==> config.mk <==
export PLATFORM = sky130hd
export DESIGN_NAME = array_insert_erase_engine
export DESIGN_NICKNAME = d
export VERILOG_FILES = /design/src/sv/aie_pkg.sv /design/src/sv/array_insert_erase_engine.sv /design/src/sv/aie_ctrl.sv /design/src/sv/aie_datapath.sv
export VERILOG_INCLUDE_DIRS = /design/src /design/src/sv
export SDC_FILE = /design/constraint.sdc
export NUM_CORES = 2
export LEC_CHECK = 0
export BUFFER_PORTS_ARGS = -buffer_cell sky130_fd_sc_hd__buf_2
export CORE_MARGIN = 10
export CORE_UTILIZATION = 29
export CTS_BUF_LIST = sky130_fd_sc_hd__clkbuf_8
export DETAILED_ROUTE_END_ITERATION = 8
export PLACE_DENSITY = 0.44
export SYNTH_ARGS = -nofsm -noshare
export SYNTH_HDL_FRONTEND = slang
export SYNTH_HIERARCHICAL = 1
export SYNTH_SLANG_ARGS = --single-unit
==> constraint.sdc <==
create_clock -name clk -period 17.05 [get_ports clk]
set_clock_uncertainty 0.15 [all_clocks]
set_input_delay 1.705 -clock clk [delete_from_list [all_inputs] [get_ports clk]]
set_output_delay 1.705 -clock clk [all_outputs]
set_load 0.05 [all_outputs]
==> src/sv/array_insert_erase_engine_assert.svh <==
// assertion macros shared by the array insert/erase engine modules
// no dependencies; included inside module bodies
`ifndef ARRAY_INSERT_ERASE_ENGINE_ASSERT_SVH
`define ARRAY_INSERT_ERASE_ENGINE_ASSERT_SVH

// same-cycle implication, disabled while in reset
`define AIE_ASSERT_IMPL(lbl, clk, rst_n, ante, cons, msg) \
  lbl: assert property (@(posedge clk) disable iff (!rst_n) (ante) |-> (cons)) \
    else $error(msg);

// next-cycle implication, disabled while in reset
`define AIE_ASSERT_NEXT(lbl, clk, rst_n, ante, cons, msg) \
  lbl: assert property (@(posedge clk) disable iff (!rst_n) (ante) |=> (cons)) \
    else $error(msg);

`endif

==> src/sv/aie_pkg.sv <==
// shared types and constants for the array insert/erase engine
// no dependencies; imported by aie_ctrl, aie_datapath and the top level
package aie_pkg;

  localparam int DEPTH_DEF      = 64;
  localparam int DATA_WIDTH_DEF = 32;

  // fixed port field widths
  localparam int CMD_W      = 3;
  localparam int IDX_W      = 7;
  localparam int CNT_W      = 7;
  localparam int VAL_W      = 32;
  localparam int ELEM_CNT_W = 7;
  localparam int CAP_OUT_W  = 8;
  localparam int STATUS_W   = 2;

  typedef enum logic [CMD_W-1:0] {
    CMD_QUERY  = 3'd0,
    CMD_GET    = 3'd1,
    CMD_SET    = 3'd2,
    CMD_ERASE  = 3'd3,
    CMD_INSERT = 3'd4
  } cmd_t;

  typedef enum logic [STATUS_W-1:0] {
    ST_OK      = 2'd0,
    ST_INVALID = 2'd1,
    ST_FULL    = 2'd2
  } status_t;

  // controller -> datapath
  typedef struct packed {
    logic    load;
    logic    close_run;
    logic    write_item;
    logic    shift_init;
    logic    shift_run;
    logic    commit_insert;
    logic    commit_erase;
    logic    ins_fail;
    logic    read_hit;
    logic    done;
    status_t status;
  } ctrl_t;

  // datapath -> controller
  typedef struct packed {
    logic [CMD_W-1:0] cmd;
    logic             idx_ok;
    logic             erase_ok;
    logic             ins_bad;
    logic             full;
    logic             shift_idle;
  } stat_t;

endpackage

==> src/sv/array_insert_erase_engine.sv <==
// query, set and rejected commands answer from decode, get waits in a read state;
// insert and erase go through the shift state, which moves up to DEPTH words
// throughput: one transaction at a time; shifts move one word per cycle through the
// one-read one-write element memory; busy drops in the cycle the result strobes
// reset: synchronous active-low rst_n empties the array, capacity 1, no insert run open;
// element memory is not cleared. results cannot be stalled by the receiver
module array_insert_erase_engine #(
  parameter int DEPTH      = aie_pkg::DEPTH_DEF,
  parameter int DATA_WIDTH = aie_pkg::DATA_WIDTH_DEF
) (
  input  logic                                  clk,
  input  logic                                  rst_n,
  input  logic                                  start,
  output logic                                  busy,
  input  logic        [aie_pkg::CMD_W-1:0]      in_command,
  input  logic        [aie_pkg::IDX_W-1:0]      in_index,
  input  logic        [aie_pkg::CNT_W-1:0]      in_count,
  input  logic signed [aie_pkg::VAL_W-1:0]      in_value,
  input  logic                                  in_last_element,
  output logic                                  out_valid,
  output logic signed [aie_pkg::VAL_W-1:0]      out_read_value,
  output logic        [aie_pkg::ELEM_CNT_W-1:0] out_element_count,
  output logic        [aie_pkg::CAP_OUT_W-1:0]  out_capacity_value,
  output logic        [aie_pkg::STATUS_W-1:0]   out_status
);
  import aie_pkg::*;

  ctrl_t ctrl;
  stat_t stat;

  aie_ctrl u_ctrl (
    .clk   (clk),
    .rst_n (rst_n),
    .start (start),
    .busy  (busy),
    .stat  (stat),
    .ctrl  (ctrl)
  );

  aie_datapath #(
    .DEPTH      (DEPTH),
    .DATA_WIDTH (DATA_WIDTH)
  ) u_datapath (
    .clk                (clk),
    .rst_n              (rst_n),
    .ctrl               (ctrl),
    .stat               (stat),
    .in_command         (in_command),
    .in_index           (in_index),
    .in_count           (in_count),
    .in_value           (in_value),
    .in_last_element    (in_last_element),
    .out_valid          (out_valid),
    .out_read_value     (out_read_value),
    .out_element_count  (out_element_count),
    .out_capacity_value (out_capacity_value),
    .out_status         (out_status)
  );

endmodule

==> src/sv/aie_ctrl.sv <==
// command sequencer for the array insert/erase engine
// depends on aie_pkg and array_insert_erase_engine_assert.svh
module aie_ctrl (
  input  logic           clk,
  input  logic           rst_n,
  input  logic           start,
  output logic           busy,
  input  aie_pkg::stat_t stat,
  output aie_pkg::ctrl_t ctrl
);
  import aie_pkg::*;

  `include "array_insert_erase_engine_assert.svh"

  typedef enum logic [1:0] {
    IDLE,
    DECODE,
    SHIFT,
    GET_WAIT
  } state_t;

  state_t state_r, state_nxt;
  logic   busy_r;

  always_comb begin
    state_nxt = state_r;
    ctrl      = '0;
    ctrl.status = ST_OK;
    case (state_r)
      IDLE: begin
        if (start) begin
          ctrl.load = 1'b1;
          state_nxt = DECODE;
        end
      end
      DECODE: begin
        state_nxt = IDLE;
        case (stat.cmd)
          CMD_QUERY: begin
            ctrl.close_run = 1'b1;
            ctrl.done      = 1'b1;
          end
          CMD_GET: begin
            ctrl.close_run = 1'b1;
            if (stat.idx_ok) begin
              state_nxt = GET_WAIT;
            end else begin
              ctrl.done   = 1'b1;
              ctrl.status = ST_INVALID;
            end
          end
          CMD_SET: begin
            ctrl.close_run = 1'b1;
            ctrl.done      = 1'b1;
            if (stat.idx_ok) begin
              ctrl.write_item = 1'b1;
            end else begin
              ctrl.status = ST_INVALID;
            end
          end
          CMD_ERASE: begin
            ctrl.close_run = 1'b1;
            if (stat.erase_ok) begin
              ctrl.shift_init = 1'b1;
              state_nxt       = SHIFT;
            end else begin
              ctrl.done   = 1'b1;
              ctrl.status = ST_INVALID;
            end
          end
          CMD_INSERT: begin
            if (stat.ins_bad) begin
              ctrl.ins_fail = 1'b1;
              ctrl.done     = 1'b1;
              ctrl.status   = ST_INVALID;
            end else if (stat.full) begin
              ctrl.ins_fail = 1'b1;
              ctrl.done     = 1'b1;
              ctrl.status   = ST_FULL;
            end else begin
              ctrl.shift_init = 1'b1;
              state_nxt       = SHIFT;
            end
          end
          default: begin
            // unknown code leaves any open run alone
            ctrl.done   = 1'b1;
            ctrl.status = ST_INVALID;
          end
        endcase
      end
      SHIFT: begin
        ctrl.shift_run = 1'b1;
        // all moves issued and the last write drained
        if (stat.shift_idle) begin
          ctrl.done = 1'b1;
          state_nxt = IDLE;
          if (stat.cmd == CMD_INSERT) begin
            ctrl.write_item    = 1'b1;
            ctrl.commit_insert = 1'b1;
          end else begin
            ctrl.commit_erase = 1'b1;
          end
        end
      end
      GET_WAIT: begin
        ctrl.read_hit = 1'b1;
        ctrl.done     = 1'b1;
        state_nxt     = IDLE;
      end
      default: begin
        state_nxt = IDLE;
      end
    endcase
  end

  always_ff @(posedge clk) begin
    if (!rst_n) begin
      state_r <= IDLE;
      busy_r  <= 1'b0;
    end else begin
      state_r <= state_nxt;
      busy_r  <= (state_nxt != IDLE);
    end
  end

  assign busy = busy_r;

  `AIE_ASSERT_NEXT(a_accept_busy, clk, rst_n, start && !busy_r, busy_r, "accept did not raise busy")
  `AIE_ASSERT_NEXT(a_done_frees, clk, rst_n, ctrl.done, !busy_r, "busy held after result")
  `AIE_ASSERT_NEXT(a_init_shift, clk, rst_n, ctrl.shift_init, ctrl.shift_run, "shift did not follow init")

endmodule

==> src/sv/aie_datapath.sv <==
// element memory, size/capacity registers, shift engine and result registers
// depends on aie_pkg and array_insert_erase_engine_assert.svh
module aie_datapath #(
  parameter int DEPTH      = aie_pkg::DEPTH_DEF,
  parameter int DATA_WIDTH = aie_pkg::DATA_WIDTH_DEF
) (
  input  logic                                 clk,
  input  logic                                 rst_n,
  input  aie_pkg::ctrl_t                       ctrl,
  output aie_pkg::stat_t                       stat,
  input  logic        [aie_pkg::CMD_W-1:0]     in_command,
  input  logic        [aie_pkg::IDX_W-1:0]     in_index,
  input  logic        [aie_pkg::CNT_W-1:0]     in_count,
  input  logic signed [aie_pkg::VAL_W-1:0]     in_value,
  input  logic                                 in_last_element,
  output logic                                 out_valid,
  output logic signed [aie_pkg::VAL_W-1:0]     out_read_value,
  output logic        [aie_pkg::ELEM_CNT_W-1:0] out_element_count,
  output logic        [aie_pkg::CAP_OUT_W-1:0] out_capacity_value,
  output logic        [aie_pkg::STATUS_W-1:0]  out_status
);
  import aie_pkg::*;

  `include "array_insert_erase_engine_assert.svh"

  localparam int AW   = $clog2(DEPTH);
  localparam int CW   = $clog2(DEPTH + 1);
  localparam int CAPW = $clog2(DEPTH) + 2;
  localparam int EW   = CW + IDX_W + 1;

  logic [DATA_WIDTH-1:0] mem [DEPTH];

  // latched transaction
  logic [CMD_W-1:0]      cmd_r;
  logic [IDX_W-1:0]      idx_r;
  logic [CNT_W-1:0]      cnt_r;
  logic [DATA_WIDTH-1:0] val_r;
  logic                  last_r;

  logic [CW-1:0]   count_r;
  logic [CAPW-1:0] cap_r;
  logic [CW-1:0]   cursor_r;
  logic            run_r;

  // shift engine
  logic [CW-1:0]         moves_r;
  logic [CW-1:0]         pos_r;
  logic [AW-1:0]         rptr_r;
  logic [AW-1:0]         wptr_r;
  logic                  pend_r;
  logic [AW-1:0]         pend_addr_r;
  logic [DATA_WIDTH-1:0] rdata_r;

  logic                  out_valid_r;
  logic [VAL_W-1:0]      out_read_r;
  status_t               out_status_r;

  logic [EW-1:0]               idx_e, cnt_e, count_e;
  logic [CW-1:0]               pos_sel;
  logic [AW-1:0]               raddr;
  logic [AW-1:0]               item_addr;
  logic                        is_insert;
  logic [VAL_W+DATA_WIDTH-1:0] val_ext;
  logic [VAL_W+DATA_WIDTH-1:0] rd_ext;

  assign idx_e     = EW'(idx_r);
  assign cnt_e     = EW'(cnt_r);
  assign count_e   = EW'(count_r);
  assign is_insert = (cmd_r == CMD_INSERT);
  assign pos_sel   = run_r ? cursor_r : CW'(idx_r);
  assign raddr     = ctrl.shift_run ? rptr_r : AW'(idx_r);
  assign item_addr = is_insert ? AW'(pos_r) : AW'(idx_r);

  // value sign-extended or cut to the stored word width
  assign val_ext = {{DATA_WIDTH{in_value[VAL_W-1]}}, in_value};
  // stored word zero-extended or cut to the port width
  assign rd_ext  = {{VAL_W{1'b0}}, rdata_r};

  always_comb begin
    stat.cmd        = cmd_r;
    stat.idx_ok     = (idx_e < count_e);
    stat.erase_ok   = ((idx_e + cnt_e) <= count_e);
    stat.ins_bad    = !run_r && (idx_e > count_e);
    stat.full       = (count_r == CW'(DEPTH));
    stat.shift_idle = (moves_r == '0) && !pend_r;
  end

  always_ff @(posedge clk) begin
    if (ctrl.load) begin
      cmd_r  <= in_command;
      idx_r  <= in_index;
      cnt_r  <= in_count;
      val_r  <= val_ext[DATA_WIDTH-1:0];
      last_r <= in_last_element;
    end
  end

  // element memory: one read and one write port, registered read
  always_ff @(posedge clk) begin
    rdata_r <= mem[raddr];
    if (pend_r) begin
      mem[pend_addr_r] <= rdata_r;
    end else if (ctrl.write_item) begin
      mem[item_addr] <= val_r;
    end
  end

  // shift addresses, no reset needed
  always_ff @(posedge clk) begin
    pend_addr_r <= wptr_r;
    if (ctrl.shift_init) begin
      if (is_insert) begin
        pos_r  <= pos_sel;
        rptr_r <= AW'(count_r - CW'(1));
        wptr_r <= AW'(count_r);
      end else begin
        rptr_r <= AW'(idx_e + cnt_e);
        wptr_r <= AW'(idx_e);
      end
    end else if (ctrl.shift_run && (moves_r != '0)) begin
      // insert walks down from the top, erase walks up from the gap
      if (is_insert) begin
        rptr_r <= rptr_r - AW'(1);
        wptr_r <= wptr_r - AW'(1);
      end else begin
        rptr_r <= rptr_r + AW'(1);
        wptr_r <= wptr_r + AW'(1);
      end
    end
  end

  always_ff @(posedge clk) begin
    if (!rst_n) begin
      count_r     <= '0;
      cap_r       <= CAPW'(1);
      cursor_r    <= '0;
      run_r       <= 1'b0;
      moves_r     <= '0;
      pend_r      <= 1'b0;
      out_valid_r <= 1'b0;
    end else begin
      out_valid_r <= ctrl.done;
      pend_r      <= ctrl.shift_run && (moves_r != '0);

      if (ctrl.shift_init) begin
        if (is_insert) begin
          moves_r <= count_r - pos_sel;
        end else begin
          moves_r <= CW'(count_e - idx_e - cnt_e);
        end
      end else if (ctrl.shift_run && (moves_r != '0)) begin
        moves_r <= moves_r - CW'(1);
      end

      if (ctrl.close_run) begin
        run_r <= 1'b0;
      end else if (ctrl.commit_insert) begin
        run_r <= !last_r;
      end else if (ctrl.ins_fail && last_r) begin
        run_r <= 1'b0;
      end

      if (ctrl.commit_insert) begin
        count_r  <= count_r + CW'(1);
        cursor_r <= pos_r + CW'(1);
        if ((CAPW'(count_r) + CAPW'(1)) >= cap_r) begin
          cap_r <= cap_r << 1;
        end
      end else if (ctrl.commit_erase) begin
        count_r <= count_r - CW'(cnt_r);
      end
    end
  end

  always_ff @(posedge clk) begin
    if (ctrl.done) begin
      out_status_r <= ctrl.status;
      out_read_r   <= ctrl.read_hit ? rd_ext[VAL_W-1:0] : '0;
    end
  end

  assign out_valid          = out_valid_r;
  assign out_read_value     = out_read_r;
  assign out_status         = out_status_r;
  assign out_element_count  = ELEM_CNT_W'(count_r);
  assign out_capacity_value = CAP_OUT_W'(cap_r);

  `AIE_ASSERT_IMPL(a_count_bound, clk, rst_n, 1'b1, count_r <= CW'(DEPTH), "size above depth")
  `AIE_ASSERT_IMPL(a_cap_pow2, clk, rst_n, 1'b1, $onehot(cap_r), "capacity not a power of two")
  `AIE_ASSERT_IMPL(a_cap_above, clk, rst_n, 1'b1, CAPW'(count_r) < cap_r, "capacity not above size")
  `AIE_ASSERT_IMPL(a_wr_port, clk, rst_n, pend_r, !ctrl.write_item, "write port conflict")

endmodule

# Yosys cells after proc, flatten, opt, wreduce, memory -nomap -nowiden
# Memories as Yosys holds them, arrays and structs flattened. A register that Yosys moved wholly into a read port is not among the register bits.
# Index checks and enable logic that the tools add are counted.
dict set report classes {
  n_addsub 14
  magnitude_cmp 4
  eq_ne 8
  n_mux 65
  bitwise 1
  reduce_logical 20
}
# operator count
set ops {}
lappend ops {{6-bit 2-to-1 mux} 11}
lappend ops {{7-bit 2-to-1 mux} 6}
lappend ops {{32-bit 2-to-1 mux} 1}
lappend ops {{32-bit OR reduction} 1}
lappend ops {{1-bit 2-to-1 mux} 28}
lappend ops {{7-bit subtractor} 4}
lappend ops {{6-bit by 1-bit subtractor with 6-bit output (second input constant)} 3}
lappend ops {{3-bit 2-to-1 mux} 5}
lappend ops {{7-bit by 1-bit adder with 7-bit output (second input constant)} 2}
lappend ops {{2-bit 2-to-1 mux} 7}
lappend ops {{6-bit by 1-bit adder with 6-bit output (second input constant)} 2}
lappend ops {{2-bit case mux with 5 select lines} 1}
lappend ops {{7-bit by 1-bit adder with 8-bit output (second input constant)} 1}
lappend ops {{7-bit by 7-bit adder with 8-bit output} 1}
lappend ops {{8-bit greater-or-equal comparator} 1}
lappend ops {{8-bit by 7-bit <= comparator with 1-bit output} 1}
lappend ops {{2-bit case mux with 4 select lines} 1}
lappend ops {{2-bit nonzero test} 4}
lappend ops {{7-bit equality test (second input constant)} 1}
lappend ops {{7-bit greater-than comparator} 1}
lappend ops {{7-bit logical NOT} 1}
lappend ops {{7-bit < comparator} 1}
lappend ops {{7-bit nonzero test} 1}
lappend ops {{7-bit by 1-bit subtractor with 7-bit output (second input constant)} 1}
lappend ops {{other kinds (16)} 26}
dict set report totals {
  reg_bits 144
  ram_bits 2048
  input_bits 53
  output_inout_bits 51
  word_cells 133
  n_memories 1
}
# memory words width read_ports rd_ports_with_merged_regs write_ports line_no
set mem_list {}
lappend mem_list {u_datapath.mem 64 32 1 1 1 aie_datapath.sv:31} ;# logic [DATA_WIDTH-1:0] mem [DEPTH];

# Logic depth before layout (Yosys ltp)
dict set report depth {
  depth_word 9
  ltp_mapped 20
  mapped_depth_nobuf 18
}

# Cells and area by module
# The synthesis kept the hierarchy.
# mod n_inst cells_each area_each_um2 seq_area_each_um2
set by_module_without_submodules {}
lappend by_module_without_submodules {aie_datapath 1 8595 103775.8 65993.3}
lappend by_module_without_submodules {aie_ctrl 1 51 405.4 60.1}

# Worst setup path after synthesis
# No wires, ideal clock.
dict set report synth_timing {
  path_kind {register to register}
  startpoint {register u_datapath.idx_r[0]}
  endpoint {memory u_datapath/mem[10][0] (netlist bit) (enable)}
  setup_time_ns 0.421
  arrival_ns 5.198
  required_time_ns 16.479
  path_slack_ns 11.281
  path_stages_with_launch 19
  path_buffers 4
  period_less_slack_ns 5.769
  cell_sequence {edfxtp_1 > inv_2 > buf_1 > buf_1 > clkbuf_1 > ha_1 > inv_1 > a21o_1 > a21oi_1 > o21ai_0 > nor2_1 > and3b_1 > a21oi_1 > nor3b_1 > nand2_1 > o21ai_1 > or3b_2 > clkbuf_1 > nor2_1}
}
# item line_no
set synth_rtl {}
lappend synth_rtl {{start, declared} aie_datapath.sv:35} ;# logic [IDX_W-1:0] idx_r;
lappend synth_rtl {{start signal, assigned} aie_datapath.sv:91} ;# idx_r <= in_index;
lappend synth_rtl {{end, declared} aie_datapath.sv:31}

# Final worst setup path
dict set report layout_timing {
  startpoint {register u_datapath.idx_r[0]}
  endpoint {register u_datapath.rdata_r[25], read port of u_datapath.mem}
}
dict set report layout_between {
  elab_chain_cells 1
}
# item line_no
set layout_rtl {}
lappend layout_rtl {{6-bit 2-to-1 mux} aie_datapath.sv:71} ;# assign raddr = ctrl.shift_run ? rptr_r : AW'(idx_r);
lappend layout_rtl {{end, declared} aie_datapath.sv:52} ;# logic [DATA_WIDTH-1:0] rdata_r;
# Every way passes these cells.
# A chain may end at the register's enable or synchronous reset.

==> run metrics <==
DP HPWL 267 mm; Seq cells post-synth 2,224; XOR/XNOR Fraction of Synth Area 0.420%; Final Util 32.9%; worst path cell trace buf_4 -> buf_4 -> buf_4 -> buf_4 -> buf_4 -> a211oi_1 -> a21oi_1 -> a21oi_1 -> o31ai_1 -> a21oi_1 -> a21oi_1 -> o32a_1; worst r2r src u_datapath/idx_r[0]$_DFFE_PP_; Critical Path RT 17.94 ns; fin crit period 6.85 ns; CP Buf/Inv Count 5; post-CTS setup buffer count 0; ranking of synthesized cells by area edfxtp_1 (62%), a21oi_1 (7.5%), a211oi_1 (7.1%), o21ai_0 (1.9%), nand2_1 (1.8%); overall fraction of global-route tracks in use 23.0%; first-pass GRT wire length 638 mm; routed len/inst 33.8 um; total routed wirelength 465 mm; largest net degree at the start of global routing 178; initial drt markers 9,859; clk buf depth 4; Synth cell types 87; Async SR Flop Fraction 0%; LEAKAGE 37.9 nW; total power 16.4 mW; nets 8,748; port bufs 103; Arr. time, crit path 7.74 ns; worst vdd rail ir drop 0.000109 V; sequential-to-total area share from yosys stat 63.4%; row count 220; Crit Reg-Reg Endpoint u_datapath/rdata_r[25]$_DFF_P_; ANT nets after route 0; WHS Path Cells 0; period utilization 40.2%; complex-gate fraction of the synthesized area 25.4%; Crit. Startpoint u_datapath/idx_r[0]$_DFFE_PP_; Most common cell on crit path buf_4; CP startpoint kind flop; CTS tree done; CTS buffer count 404; Slew Limit Fails 6; max_cap viols 2; Worst-path clk slew 0.06 ns; Boundary Pins 104; Min Hold Slack 0.285 ns; R2R setup slack 10.20 ns; vias in the first global route 78,517; Post-Syn Area 0.104 mm^2; Critical-path top delay cell o31ai_1; Synth area leader edfxtp_1; RSZ-0062 raised after global routing no; GP Congestion 0.868; Worst Hold Class flop to flop; share of the synthesized area in the top cell type 62.0%; core outline area 0.358 mm^2; htree depth 5; CTS Hold Buffers Added 0; failing checks max-capacitance violations, max-slew violations; vias per cell 5.99; final setup violation count 0; setup TNS 0 ns; starting density of the core 29.1%; critical path's top delay family buffers and inverters; Fin. Hold Viols 0; Clock Latency Late Sink 1.12 ns; FF-to-FF path depth 12; simple-gate area share of the yosys netlist 5.21%; outcome finished with violations; Post-Synthesis Cells 8,646; Clock Root Buffer clkbuf_8; clk sink count 2,224; Max Fclk 146 MHz; Die X 619 um; min-delay src u_datapath/wptr_r[3]$_DFFE_PP_; area grow syn2layout 13.0%; crit path kind flop to flop; largest family of logic cells by synthesized area compound AO/OA/AOI/OAI gates; slew of the pin with the lowest slew margin 1.67 ns; power density cells 139 mW/mm^2; share of layout cells above drive strength 1 11.9%; CP max stage delay 0.96 ns; CP Max Fanout 47; ys flop type edfxtp_1; placed cell area 0.110 mm^2; most instantiated library cell after synthesis edfxtp_1; initial antenna violation count 50; syn nets 8,782; Synth Area in Adders 1.08%; EDFF count, synth 2,151; 1st-pass router iterations 8; Die Y 619 um; multiplexer share of the synthesized area 0.512%; Post-CTS Resized 0; Max-slew headroom -11.3%; GR Overflow Total 0; Setup crit end kind flop; Commonest cells post-synth edfxtp_1 (2,151), a21oi_1 (1,554), a211oi_1 (987), nand2_1 (507); worst hold endpoint u_datapath/pend_addr_r[3]$_DFF_P_; YS warnings 6; die footprint 0.384 mm^2; post-synthesis average cell area 12.0 um^2; DRC 0; routed vias 82,380; post-route cell area 0.118 mm^2
## registers in the layout, indices dropped and copies added, names as in the netlist, 8 cells and up
register / count
u_datapath/out_read_value: 32
u_datapath/rdata_r: 32
u_datapath/out_capacity_value: 8
u_datapath/val_r: 32
u_datapath/mem: 2048
## how the worst max path moves through the flow
stage	slack [ns]	cells after the start	to
4_1_cts	10.37	15	u_datapath/mem[51][24]$_DFFE_PP_
6_report	10.20	12	u_datapath/rdata_r[25]$_DFF_P_
3_5_place_dp	10.46	15	u_datapath/mem[51][1]$_DFFE_PP_
2_1_floorplan	11.28	18	u_datapath/mem[10][0]$_DFFE_PP_
3_3_place_gp	10.49	15	u_datapath/mem[51][4]$_DFFE_PP_
5_1_grt	10.0	15	u_datapath/mem[51][6]$_DFFE_PP_
## cell usage in the layout (no fill, tap or decap), types with 18 or more instances in the layout
master,n
o31ai_1,118
o211ai_1,22
a21o_1,197
o21ai_0,394
clkinv_2,33
xnor2_1,38
nor2_1,153
edfxtp_1,2151
o221ai_1,27
a221oi_1,99
dfxtp_1,73
buf_12,22
inv_1,252
buf_4,283
nand2_1,502
a22oi_1,67
clkbuf_8,426
o22ai_1,135
and2_1,50
o21bai_1,21
a31oi_1,94
clkinv_1,67
nor3_1,55
a21oi_1,1553
ha_1,71
a32oi_1,28
a211oi_1,986
diode_2,34
nand2b_1,50
o2111ai_1,20
o31a_1,23
a211o_1,165
nor2_4,66
nand3_1,204
o21a_1,18
buf_2,103
nor2b_1,60
mux2_2,21
## routing by layer
layer | up-vias | part of all wire [%] | track usage, %
met5 | - | 0.020 | 0
met4 | 12 | 5.4 | 11.2
met3 | 951 | 9.2 | 5.15
met2 | 4538 | 45 | 35.8
met1 | 42378 | 41 | 30.4
li1 | 34501 | - | -
## logic make-up (layout without fill, tap and decap cells)
kind of cell	after synthesis	in the layout
flops	2224	2224
simple gates	1203	1203
buf+inv	927	1226
mux	46	46
fa+ha+maj	83	83
other cells	0	34
xor+xnor	50	50
compound gates	4113	4113
## layout make-up
cell class,instances,area (um^2)
Antenna cell,34,85.1
Clock buffer,426,5860
Clock inverter,313,1560
Fill cell,35557,241000
Inverter,74,315
Multi-Input combinational cell,5495,34800
Sequential cell,2224,66100
Tap cell,4773,5970
Timing Repair Buffer,413,3140
## stage by stage
stage	worst slack [ns]	std cells
after CTS	10.37	13717
final	10.20	13752
after global placement	10.49	12974
after global routing	10.0	13726
after detailed placement	10.46	12978
after floorplan	11.28	8646
## power breakdown
group          switching (mW)  internal (mW)
clock                    2.42           2.39
sequential              0.175           6.83
combinational            3.66          0.910
total                    6.26           10.1
(Power assumes the default switching activity.)
